## config.mk

```make
export PLATFORM = sky130hd
export DESIGN_NAME = slot_pool_allocator
export DESIGN_NICKNAME = d
export VERILOG_FILES = /design/src/rtl/core/spa_pkg.sv /design/src/rtl/core/spa_search.sv /design/src/rtl/core/spa_ctrl.sv /design/src/rtl/core/spa_dpath.sv /design/src/rtl/core/slot_pool_allocator.sv
export SDC_FILE = /design/constraint.sdc
export NUM_CORES = 2
export LEC_CHECK = 0
export BUFFER_PORTS_ARGS = -buffer_cell sky130_fd_sc_hd__buf_2
export CORE_ASPECT_RATIO = 1.5
export CORE_MARGIN = 1.5
export CORE_UTILIZATION = 45
export CTS_BUF_LIST = sky130_fd_sc_hd__clkbuf_8
export DETAILED_ROUTE_END_ITERATION = 10
export MAX_ROUTING_LAYER = met4
export PLACE_DENSITY = 0.59
export SETUP_SLACK_MARGIN = 0.3
export SLEW_MARGIN = 10
export SYNTH_ARGS = -nofsm -noshare
export SYNTH_HDL_FRONTEND = slang
export SYNTH_SLANG_ARGS = --single-unit
```

## constraint.sdc

```tcl
create_clock -name clk -period 16.3 [get_ports clk]
set_input_delay 1.63 -clock clk [delete_from_list [all_inputs] [get_ports clk]]
set_output_delay 1.63 -clock clk [all_outputs]
set_load 0.01 [all_outputs]
```

## src/rtl/core/spa_pkg.sv

```systemverilog
`default_nettype none

package spa_pkg;

  // default sizing
  localparam int DEF_MAX_CORES        = 32;
  localparam int DEF_POOL_SLOTS       = 64;
  localparam int DEF_CORES_PER_SHARED = 4;

  // fixed field widths
  localparam int CFG_W    = 6;
  localparam int CORE_W   = 5;
  localparam int FPOOL_W  = 3;
  localparam int SLOT_W   = 6;
  localparam int HPOOL_W  = 5;
  localparam int STATUS_W = 3;
  localparam int CIN_W    = 7;
  localparam int APB_AW   = 3;
  localparam int APB_DW   = 32;

  typedef enum logic {
    OP_ALLOC = 1'b0,
    OP_FREE  = 1'b1
  } opcode_t;

  typedef enum logic [STATUS_W-1:0] {
    ST_GOT_LOCAL    = 3'd0,
    ST_GOT_GLOBAL   = 3'd1,
    ST_EXHAUSTED    = 3'd2,
    ST_FREED        = 3'd3,
    ST_ALREADY_FREE = 3'd4,
    ST_REJECTED     = 3'd5
  } status_t;

  typedef enum logic [1:0] {
    S_IDLE,
    S_LOCAL,
    S_GLOBAL
  } state_t;

  // controller -> datapath
  typedef struct packed {
    logic accept;
    logic sel_global;
    logic commit;
  } spa_cmd_t;

  // datapath -> controller
  typedef struct packed {
    logic reject;
    logic alloc;
    logic found;
  } spa_sts_t;

endpackage

`default_nettype wire

```

## src/rtl/core/spa_search.sv

```systemverilog
`default_nettype none

// Next-fit search: first free slot at or after start, wrapping around.
module spa_search #(
  parameter int POOL_SLOTS = spa_pkg::DEF_POOL_SLOTS,
  parameter int PTR_W      = $clog2(POOL_SLOTS)
) (
  input  wire logic [POOL_SLOTS-1:0] used,
  input  wire logic [PTR_W-1:0]      start,
  output logic                       found,
  output logic [PTR_W-1:0]           idx
);

  logic [PTR_W-1:0]      start_c;
  logic [POOL_SLOTS-1:0] free_bits;
  logic [POOL_SLOTS-1:0] hi_mask;
  logic [POOL_SLOTS-1:0] pick;
  logic [POOL_SLOTS-1:0] onehot;

  always_comb begin
    start_c = ({1'b0, start} >= (PTR_W+1)'(POOL_SLOTS)) ? '0 : start;
    for (int i = 0; i < POOL_SLOTS; i++) begin
      hi_mask[i] = (i >= int'(start_c));
    end
    free_bits = ~used;
    pick      = (|(free_bits & hi_mask)) ? (free_bits & hi_mask) : free_bits;
    onehot    = pick & (~pick + {{(POOL_SLOTS-1){1'b0}}, 1'b1});
    idx       = '0;
    for (int i = 0; i < POOL_SLOTS; i++) begin
      if (onehot[i]) begin
        idx = idx | PTR_W'(i);
      end
    end
    found = |free_bits;
  end

endmodule

`default_nettype wire

```

## src/rtl/core/spa_ctrl.sv

```systemverilog
`default_nettype none

module spa_ctrl (
  input  wire logic              clk,
  input  wire logic              rst,
  input  wire logic              in_valid,
  input  wire logic              out_stall,
  input  wire spa_pkg::spa_sts_t sts,
  output spa_pkg::spa_cmd_t      cmd,
  output logic                   in_stall,
  output logic                   out_valid
);

  spa_pkg::state_t state;
  spa_pkg::state_t state_next;
  logic            out_free;

  assign out_free = !out_valid || !out_stall;
  assign in_stall = (state != spa_pkg::S_IDLE);

  always_ff @(posedge clk) begin
    if (rst) begin
      state     <= spa_pkg::S_IDLE;
      out_valid <= 1'b0;
    end else begin
      state     <= state_next;
      out_valid <= cmd.commit || (out_valid && out_stall);
    end
  end

  always_comb begin
    cmd        = '0;
    state_next = state;
    case (state)
      spa_pkg::S_IDLE: begin
        if (in_valid) begin
          cmd.accept = 1'b1;
          state_next = spa_pkg::S_LOCAL;
        end
      end
      spa_pkg::S_LOCAL: begin
        // local pool full: fall back to the shared pool
        if (!sts.reject && sts.alloc && !sts.found) begin
          state_next = spa_pkg::S_GLOBAL;
        end else if (out_free) begin
          cmd.commit = 1'b1;
          state_next = spa_pkg::S_IDLE;
        end
      end
      spa_pkg::S_GLOBAL: begin
        cmd.sel_global = 1'b1;
        if (out_free) begin
          cmd.commit = 1'b1;
          state_next = spa_pkg::S_IDLE;
        end
      end
      default: begin
        state_next = spa_pkg::S_IDLE;
      end
    endcase
  end

endmodule

`default_nettype wire

```

## src/rtl/core/spa_dpath.sv

```systemverilog
`default_nettype none

module spa_dpath #(
  parameter int MAX_CORES        = spa_pkg::DEF_MAX_CORES,
  parameter int POOL_SLOTS       = spa_pkg::DEF_POOL_SLOTS,
  parameter int CORES_PER_SHARED = spa_pkg::DEF_CORES_PER_SHARED
) (
  input  wire logic                         clk,
  input  wire logic                         rst,
  input  wire spa_pkg::spa_cmd_t            cmd,
  output spa_pkg::spa_sts_t                 sts,
  input  wire logic [spa_pkg::CFG_W-1:0]    active_cores,
  input  wire logic                         opcode,
  input  wire logic [spa_pkg::CORE_W-1:0]   core,
  input  wire logic                         free_global,
  input  wire logic [spa_pkg::FPOOL_W-1:0]  free_pool,
  input  wire logic [spa_pkg::SLOT_W-1:0]   free_slot,
  output logic [spa_pkg::STATUS_W-1:0]      status,
  output logic                              handle_global,
  output logic [spa_pkg::HPOOL_W-1:0]       handle_pool,
  output logic [spa_pkg::SLOT_W-1:0]        handle_slot
);

  localparam int SHARED_POOLS = (MAX_CORES + CORES_PER_SHARED - 1) / CORES_PER_SHARED;
  localparam int LIDX_W = (MAX_CORES > 1) ? $clog2(MAX_CORES) : 1;
  localparam int GIDX_W = (SHARED_POOLS > 1) ? $clog2(SHARED_POOLS) : 1;
  localparam int PTR_W  = $clog2(POOL_SLOTS);
  localparam int CNT_W  = $clog2(POOL_SLOTS + 1);
  localparam int NCORE  = 2 ** spa_pkg::CORE_W;
  localparam int NFPOOL = 2 ** spa_pkg::FPOOL_W;
  localparam int CIN_W  = spa_pkg::CIN_W;

  typedef struct packed {
    logic [CNT_W-1:0]      cnt;
    logic [PTR_W-1:0]      ptr;
    logic [POOL_SLOTS-1:0] bits;
  } pool_rec_t;

  // constant tables: shared pool of each core, first core of each shared pool
  logic [GIDX_W-1:0] core_pool [NCORE];
  logic [7:0]        pool_base [NFPOOL];

  for (genvar i = 0; i < NCORE; i++) begin : g_core_pool
    assign core_pool[i] = GIDX_W'(i / CORES_PER_SHARED);
  end
  for (genvar i = 0; i < NFPOOL; i++) begin : g_pool_base
    assign pool_base[i] = 8'(i * CORES_PER_SHARED);
  end

  // pool records and their valid bits (invalid reads as empty pool)
  pool_rec_t             local_mem  [MAX_CORES];
  pool_rec_t             global_mem [SHARED_POOLS];
  logic [MAX_CORES-1:0]    local_valid;
  logic [SHARED_POOLS-1:0] global_valid;

  pool_rec_t lrd;
  pool_rec_t grd;
  logic      lvld_q;
  logic      gvld_q;

  // request registers
  logic                       req_alloc;
  logic                       req_fglobal;
  logic                       req_reject;
  logic [spa_pkg::CORE_W-1:0] req_core;
  logic [spa_pkg::SLOT_W-1:0] req_slot;
  logic [LIDX_W-1:0]          req_lidx;
  logic [GIDX_W-1:0]          req_gidx;

  // request decode at accept
  logic [CIN_W-1:0]  cin;
  logic              acc_alloc;
  logic              core_ok;
  logic              slot_ok;
  logic              gpool_ok;
  logic              acc_reject;
  logic [LIDX_W-1:0] acc_lidx;
  logic [GIDX_W-1:0] acc_gidx;

  always_comb begin
    cin = ({1'b0, active_cores} > CIN_W'(MAX_CORES)) ? CIN_W'(MAX_CORES)
                                                     : {1'b0, active_cores};
    acc_alloc  = (opcode == spa_pkg::OP_ALLOC);
    core_ok    = ({2'b00, core} < cin);
    slot_ok    = ({1'b0, free_slot} < CIN_W'(POOL_SLOTS));
    gpool_ok   = ({5'b00000, free_pool} < 8'(SHARED_POOLS))
              && (pool_base[free_pool] < {1'b0, cin});
    acc_reject = !core_ok || (!acc_alloc && (!slot_ok || (free_global && !gpool_ok)));
    acc_lidx   = LIDX_W'(core);
    acc_gidx   = acc_alloc ? core_pool[core] : GIDX_W'(free_pool);
  end

  always_ff @(posedge clk) begin
    if (cmd.accept) begin
      req_alloc   <= acc_alloc;
      req_fglobal <= free_global;
      req_reject  <= acc_reject;
      req_core    <= core;
      req_slot    <= free_slot;
      req_lidx    <= acc_lidx;
      req_gidx    <= acc_gidx;
    end
  end

  // work on the selected pool record
  logic                  use_g;
  pool_rec_t             rec;
  logic                  found;
  logic [PTR_W-1:0]      idx;
  logic [PTR_W-1:0]      bitpos;
  logic [POOL_SLOTS-1:0] mask;
  logic                  bit_set;
  logic                  grant;
  logic                  do_write;
  logic                  lwe;
  logic                  gwe;
  pool_rec_t             new_rec;
  spa_pkg::status_t      res_status;

  assign use_g = cmd.sel_global || (!req_alloc && req_fglobal);

  always_comb begin
    if (use_g) begin
      rec = gvld_q ? grd : '0;
    end else begin
      rec = lvld_q ? lrd : '0;
    end
  end

  spa_search #(
    .POOL_SLOTS (POOL_SLOTS),
    .PTR_W      (PTR_W)
  ) u_search (
    .used  (rec.bits),
    .start (rec.ptr),
    .found (found),
    .idx   (idx)
  );

  always_comb begin
    bitpos  = req_alloc ? idx : PTR_W'(req_slot);
    mask    = {{(POOL_SLOTS-1){1'b0}}, 1'b1} << bitpos;
    bit_set = |(rec.bits & mask);
    new_rec = rec;
    if (req_alloc) begin
      new_rec.bits = rec.bits | mask;
      new_rec.ptr  = (idx == PTR_W'(POOL_SLOTS - 1)) ? '0 : idx + PTR_W'(1);
      new_rec.cnt  = rec.cnt + CNT_W'(1);
    end else begin
      new_rec.bits = rec.bits & ~mask;
      new_rec.cnt  = (rec.cnt == '0) ? '0 : rec.cnt - CNT_W'(1);
    end
    grant    = !req_reject && req_alloc && found;
    do_write = cmd.commit && !req_reject && (req_alloc ? found : bit_set);
    lwe      = do_write && !use_g;
    gwe      = do_write && use_g;
    if (req_reject) begin
      res_status = spa_pkg::ST_REJECTED;
    end else if (req_alloc) begin
      if (!found) begin
        res_status = spa_pkg::ST_EXHAUSTED;
      end else if (use_g) begin
        res_status = spa_pkg::ST_GOT_GLOBAL;
      end else begin
        res_status = spa_pkg::ST_GOT_LOCAL;
      end
    end else begin
      res_status = bit_set ? spa_pkg::ST_FREED : spa_pkg::ST_ALREADY_FREE;
    end
  end

  assign sts.reject = req_reject;
  assign sts.alloc  = req_alloc;
  assign sts.found  = found;

  // memories: one write and one registered read each
  always_ff @(posedge clk) begin
    if (lwe) begin
      local_mem[req_lidx] <= new_rec;
    end
    if (cmd.accept) begin
      lrd    <= local_mem[acc_lidx];
      lvld_q <= local_valid[acc_lidx];
    end
  end

  always_ff @(posedge clk) begin
    if (gwe) begin
      global_mem[req_gidx] <= new_rec;
    end
    if (cmd.accept) begin
      grd    <= global_mem[acc_gidx];
      gvld_q <= global_valid[acc_gidx];
    end
  end

  always_ff @(posedge clk) begin
    if (rst) begin
      local_valid  <= '0;
      global_valid <= '0;
    end else begin
      if (lwe) begin
        local_valid[req_lidx] <= 1'b1;
      end
      if (gwe) begin
        global_valid[req_gidx] <= 1'b1;
      end
    end
  end

  // output register
  always_ff @(posedge clk) begin
    if (cmd.commit) begin
      status        <= res_status;
      handle_global <= grant && use_g;
      if (grant) begin
        handle_pool <= use_g ? spa_pkg::HPOOL_W'(req_gidx) : req_core;
        handle_slot <= spa_pkg::SLOT_W'(idx);
      end else begin
        handle_pool <= '0;
        handle_slot <= '0;
      end
    end
  end

endmodule

`default_nettype wire

```

## src/rtl/core/slot_pool_allocator.sv

```systemverilog
`default_nettype none

// channel  dir  handshake              payload
// in       in   in_valid / in_stall    opcode, core, free_global, free_pool, free_slot
// out      out  out_valid / out_stall  status, handle_global, handle_pool, handle_slot
// cfg      in   APB psel/penable       active_cores at byte address 0
//
// Local alloc and free: pool record read at accept, then search and write-back in
// S_LOCAL. Shared-pool fallback adds S_GLOBAL, a second search on the shared record.
// Synchronous reset clears the pool valid bits; every pool then reads empty at once.
// in_stall is high while a request is in flight; a stalled result holds in the
// output register and the next request is still taken behind it.
module slot_pool_allocator #(
  parameter int MAX_CORES        = spa_pkg::DEF_MAX_CORES,
  parameter int POOL_SLOTS       = spa_pkg::DEF_POOL_SLOTS,
  parameter int CORES_PER_SHARED = spa_pkg::DEF_CORES_PER_SHARED
) (
  input  wire logic                         clk,
  input  wire logic                         rst,
  input  wire logic                         in_valid,
  output logic                              in_stall,
  input  wire logic                         opcode,
  input  wire logic [spa_pkg::CORE_W-1:0]   core,
  input  wire logic                         free_global,
  input  wire logic [spa_pkg::FPOOL_W-1:0]  free_pool,
  input  wire logic [spa_pkg::SLOT_W-1:0]   free_slot,
  output logic                              out_valid,
  input  wire logic                         out_stall,
  output logic [spa_pkg::STATUS_W-1:0]      status,
  output logic                              handle_global,
  output logic [spa_pkg::HPOOL_W-1:0]       handle_pool,
  output logic [spa_pkg::SLOT_W-1:0]        handle_slot,
  input  wire logic                         psel,
  input  wire logic                         penable,
  input  wire logic                         pwrite,
  input  wire logic [spa_pkg::APB_AW-1:0]   paddr,
  input  wire logic [spa_pkg::APB_DW-1:0]   pwdata,
  output logic [spa_pkg::APB_DW-1:0]        prdata,
  output logic                              pready
);

  localparam logic REG_ACTIVE_CORES = 1'b0;

  logic [spa_pkg::CFG_W-1:0] active_cores;
  spa_pkg::spa_cmd_t         cmd;
  spa_pkg::spa_sts_t         sts;

  assign pready = 1'b1;

  always_ff @(posedge clk) begin
    if (rst) begin
      active_cores <= spa_pkg::CFG_W'(1);
    end else if (psel && penable && pwrite && pready && (paddr[2] == REG_ACTIVE_CORES)) begin
      active_cores <= pwdata[spa_pkg::CFG_W-1:0];
    end
  end

  always_comb begin
    prdata = '0;
    if (paddr[2] == REG_ACTIVE_CORES) begin
      prdata = {{(spa_pkg::APB_DW - spa_pkg::CFG_W){1'b0}}, active_cores};
    end
  end

  spa_ctrl u_ctrl (
    .clk       (clk),
    .rst       (rst),
    .in_valid  (in_valid),
    .out_stall (out_stall),
    .sts       (sts),
    .cmd       (cmd),
    .in_stall  (in_stall),
    .out_valid (out_valid)
  );

  spa_dpath #(
    .MAX_CORES        (MAX_CORES),
    .POOL_SLOTS       (POOL_SLOTS),
    .CORES_PER_SHARED (CORES_PER_SHARED)
  ) u_dpath (
    .clk           (clk),
    .rst           (rst),
    .cmd           (cmd),
    .sts           (sts),
    .active_cores  (active_cores),
    .opcode        (opcode),
    .core          (core),
    .free_global   (free_global),
    .free_pool     (free_pool),
    .free_slot     (free_slot),
    .status        (status),
    .handle_global (handle_global),
    .handle_pool   (handle_pool),
    .handle_slot   (handle_slot)
  );

  a_busy_after_accept: assert property (@(posedge clk) disable iff (rst)
    (in_valid && !in_stall) |=> in_stall)
    else $error("request taken while another is in flight");

  a_commit_needs_room: assert property (@(posedge clk) disable iff (rst)
    cmd.commit |-> (!out_valid || !out_stall))
    else $error("result overwrote a stalled result");

  a_handle_zero: assert property (@(posedge clk) disable iff (rst)
    (out_valid && status != spa_pkg::ST_GOT_LOCAL && status != spa_pkg::ST_GOT_GLOBAL)
    |-> (!handle_global && handle_pool == '0 && handle_slot == '0))
    else $error("handle set on a non-grant result");

  a_handle_global: assert property (@(posedge clk) disable iff (rst)
    out_valid |-> (handle_global == (status == spa_pkg::ST_GOT_GLOBAL)))
    else $error("handle_global disagrees with status");

endmodule

`default_nettype wire
```

==> reports/results.tsv <==
metric	value	unit
status	finished, final reports clean	
Post-CTS Setup Inserts	0	
DR pass1 iterations	6	
# port buffers	52	
simple-gate share of the synthesized area	0.06213	
final setup fails	0	
H-Tree Depth	5	
WL final	377.7	mm
total CTS buffers	436	
Max Root-Sink Buffers	4	
CTS tree	done	
initial antenna violation count	8	
crit-path leading delay family	compound AO/OA/AOI/OAI gates	
clk_lat worst skew	1.06	ns
DP Wirelength	236.1	mm
flop2flop setup slack	3.54	ns
Die Y-Extent	643.6	µm
Max-Cap Viols	0	
first-pass GRT wire length	528.1	mm
Setup crit start kind	flip-flop	
M2 GR Usage	0.4785	
First DRT Iteration DRCs	6961	
largest family of logic cells by synthesized area	multiplexers	
number of global-route vias before repair	69201	
period utilisation layout	0.7831	
WP data arrival	13.41	ns
worst r2r src	u_dpath.req_alloc	
Fin. Hold Viols	0	
Die ar.	276800	µm²
filler instances	22247	
Rows	235	
sequential-to-total area share from yosys stat	0.7333	
Tmin final	12.76	ns
Synth Instances	6788	
biggest cell delay along the critical path	1.10	ns
Pwr per Cell Area	114.0	nW/µm²
grt met1 use	0.3337	
skew final	0.07455	ns
synthesized flop and latch total	3023	
Max Fclk	0.07834	GHz
Placement Setup Slack	3.942	ns
Critical R2R Capture	u_dpath.local_mem[10][68]	
crit path buf inv count	7	
RSZ-0062 raised after global routing	false	
Hold WC Path Type	reg -> reg	
post-synthesis cell type count	119	
clock sink count	3023	
ys async rst share	0	
Vias/cell	6.164	
hold path start	u_dpath.global_valid[0]	
Max IR drop VDD	0.07810	mV
WL per Instance	34.22	µm
GRT busiest layer	met2	
post-synthesis mux area share	0.1397	
via count	68028	
Post-Place Cell Area	129000	µm²
Synth Flop Type	edfxtp_1	
Worst-path clk slew	0.06	ns
Total GRT Usage	0.2788	
fin. max-slew vios	0	
Synth Area in Adders	0.001219	
post-cts resize count	0	
hold buffers post-CTS	0	
IO Count	108	
synth-to-layout area growth	11.09	%
post-synthesis xor/xnor area fraction	0.0001423	
R2R depth	27	
die width	430.1	µm
EDFF count, synth	2974	
Rel. slew slack	0.1323	
Syn. warnings	0	
Compound-Gate Fraction of Synth Area	0.04513	
CP required	16.94	ns
Hold EP	u_dpath.global_valid[0]	
CP max stage cell	nor3_1	
Total Nets Final	7214	
grt met3 use	0.03517	
setup ws final	3.536	ns
Worst setup EP type	flip-flop	
antenna viol nets, final	0	
crit path max fanout	45	
cell area after synthesis	123100	µm²
Root Buffer	clkbuf_8	
Final GP Congestion	1.088	
Crit Path Category	reg -> reg	
drt drc	0	
Worst-Margin Slew	1.292	ns
CP most frequent cell	buf_4	
TNS Setup	0	ns
largest net degree at the start of global routing	121	
starting density of the core	0.4517	
Leak	43.94	nW
hold depth	2	
Finished Cell Area	136800	µm²
Overflow after GRT	0	
core region area	272600	µm²
share of layout cells above drive strength 1	0.2463	
syn_area_per_cell	18.14	µm²
-- report_power, final --
group | switching [mW] | internal, mW | total, mW
Combinational | 0.903 | 0.393 | 1.30
Clock | 2.85 | 2.66 | 5.51
Sequential | 0.0656 | 8.72 | 8.79
-- synth_stat cells (all sizes together) (12+ instances only) --
cell,n,area [µm²]
a2111oi,16,252.7
a211oi,20,155.1
a21oi,98,505.5
a22o,48,421.7
a22oi,57,427.9
a31oi,35,255.2
a41oi,13,132.6
and2,24,150.1
and3,16,100.1
buf,162,958.4
clkbuf,270,1013
dfxtp,49,980.9
edfxtp,2974,89310
ha,12,150.1
inv,75,281.5
mux2,76,859.6
mux2i,35,350.3
mux4,710,15990
nand2,750,2823
nand2b,19,126.4
nand3,406,2032
nand4,22,167.7
nor2,192,738.2
nor2b,16,102.6
nor3,70,381.6
nor4,27,209.0
o2111ai,13,113.9
o211ai,30,225.2
o21ai,205,1082
o22ai,67,450.4
o31ai,20,163.9
o32ai,16,162.7
or2,26,162.6
or3,24,160.2
-- area by class of cell --
type | instances | area [µm²] | area share
sequential | 3023 | 90290 | 0.6601
multi-input combinational | 3282 | 31560 | 0.2307
clock buffer | 442 | 6083 | 0.04447
tap | 3555 | 4448 | 0.03252
timing repair buffer | 325 | 2434 | 0.01779
clock inverter | 328 | 1664 | 0.01217
inverter | 76 | 299.0 | 0.002186
antenna | 5 | 12.51 | 0.00009147
-- state kept, by name (all words and copies together), names as in the netlist --
register	cells
u_dpath.req_reject	1
u_dpath.lvld_q	1
u_dpath.req_gidx	3
u_dpath.handle_pool	5
u_dpath.handle_slot	6
u_dpath.handle_global	1
u_dpath.lrd	70
u_dpath.req_slot	6
u_dpath.local_valid	32
u_ctrl.out_valid	1
u_dpath.req_lidx	5
u_dpath.req_alloc	1
active_cores	6
u_dpath.global_valid	8
u_dpath.grd	70
u_ctrl.state	2
u_dpath.gvld_q	1
u_dpath.local_mem	2240
u_dpath.req_fglobal	1
u_dpath.status	3
u_dpath.global_mem	560
-- placed cells by master, fill, tap and decap left out, types with 22 or more instances in the layout --
master    Yosys  final
dfxtp_1      49     49
a31oi_1      32     29
clkbuf_8      0    443
o22ai_1      62     47
o21ai_0     176    158
nor4_1       22     22
conb_1        2     27
clkinv_1      1    112
or3_1        22     22
nor2_4        2     35
nand2_1     747    747
buf_4        47    267
mux4_2      710    710
o21ai_1      22     24
clkinv_2      0     39
a22oi_1      57     57
nand3_1     406    406
nor3_1       65     63
mux2_2       75     75
a21oi_1      96     83
inv_1        72    218
o211ai_1     30     30
or2_2        24     24
buf_2        31     47
nor2_1      189    156
edfxtp_1   2974   2974
a22o_1       47     47
-- logic make-up after synthesis --
kind of cell             count (synthesis)
AO/OA/AOI/OAI                          774
XOR/XNOR                                 2
adder cells (fa/ha/maj)                 12
multiplexers                           821
AND/OR/NAND/NOR                       1646
flip-flops                            3023
buffers and inverters                  508
other                                    2
-- per-stage QoR --
step	utilization	hold WS [ns]	power (mW)	instances
after detailed placement	0.4734	0.4526	10.24	10261
after CTS	0.5018	0.4619	15.72	11031
after global placement	0.4734	0.4423	10.22	10261
final	0.5018	0.4641	15.60	11036
after global routing	0.5018	0.4882	16.09	11034
after floorplan	-	0.4317	9.691	6813
-- per-layer routing --
layer,routed length (µm),part of all wire
met4,17250,0.046
met1,143800,0.38
met2,198300,0.53
met5,0,0
met3,18290,0.048
-- tightest hold or removal path, cell delays in order, from the launching register on --
cell and delay [ns]:
dfxtp_1 0.31, inv_1 0.05, o32ai_1 0.06
-- worst max-delay path by stage --
stage / depth (start not counted) / slack [ns] / start / to
6_report: 27 / 3.54 / u_dpath.req_alloc / u_dpath.local_mem[10][68]
5_1_grt: 26 / 3.53 / u_dpath.req_alloc / u_dpath.local_mem[9][67]
4_1_cts: 26 / 3.89 / u_dpath.req_alloc / u_dpath.local_mem[9][69]
3_5_place_dp: 26 / 3.94 / u_dpath.req_alloc / u_dpath.local_mem[9][20]
3_3_place_gp: 24 / 3.97 / u_dpath.req_alloc / u_dpath.local_mem[9][20]
2_1_floorplan: 27 / 5.00 / u_ctrl.state[0] / u_dpath.global_mem[6][0]
Power figures use the tool's default switching activity.
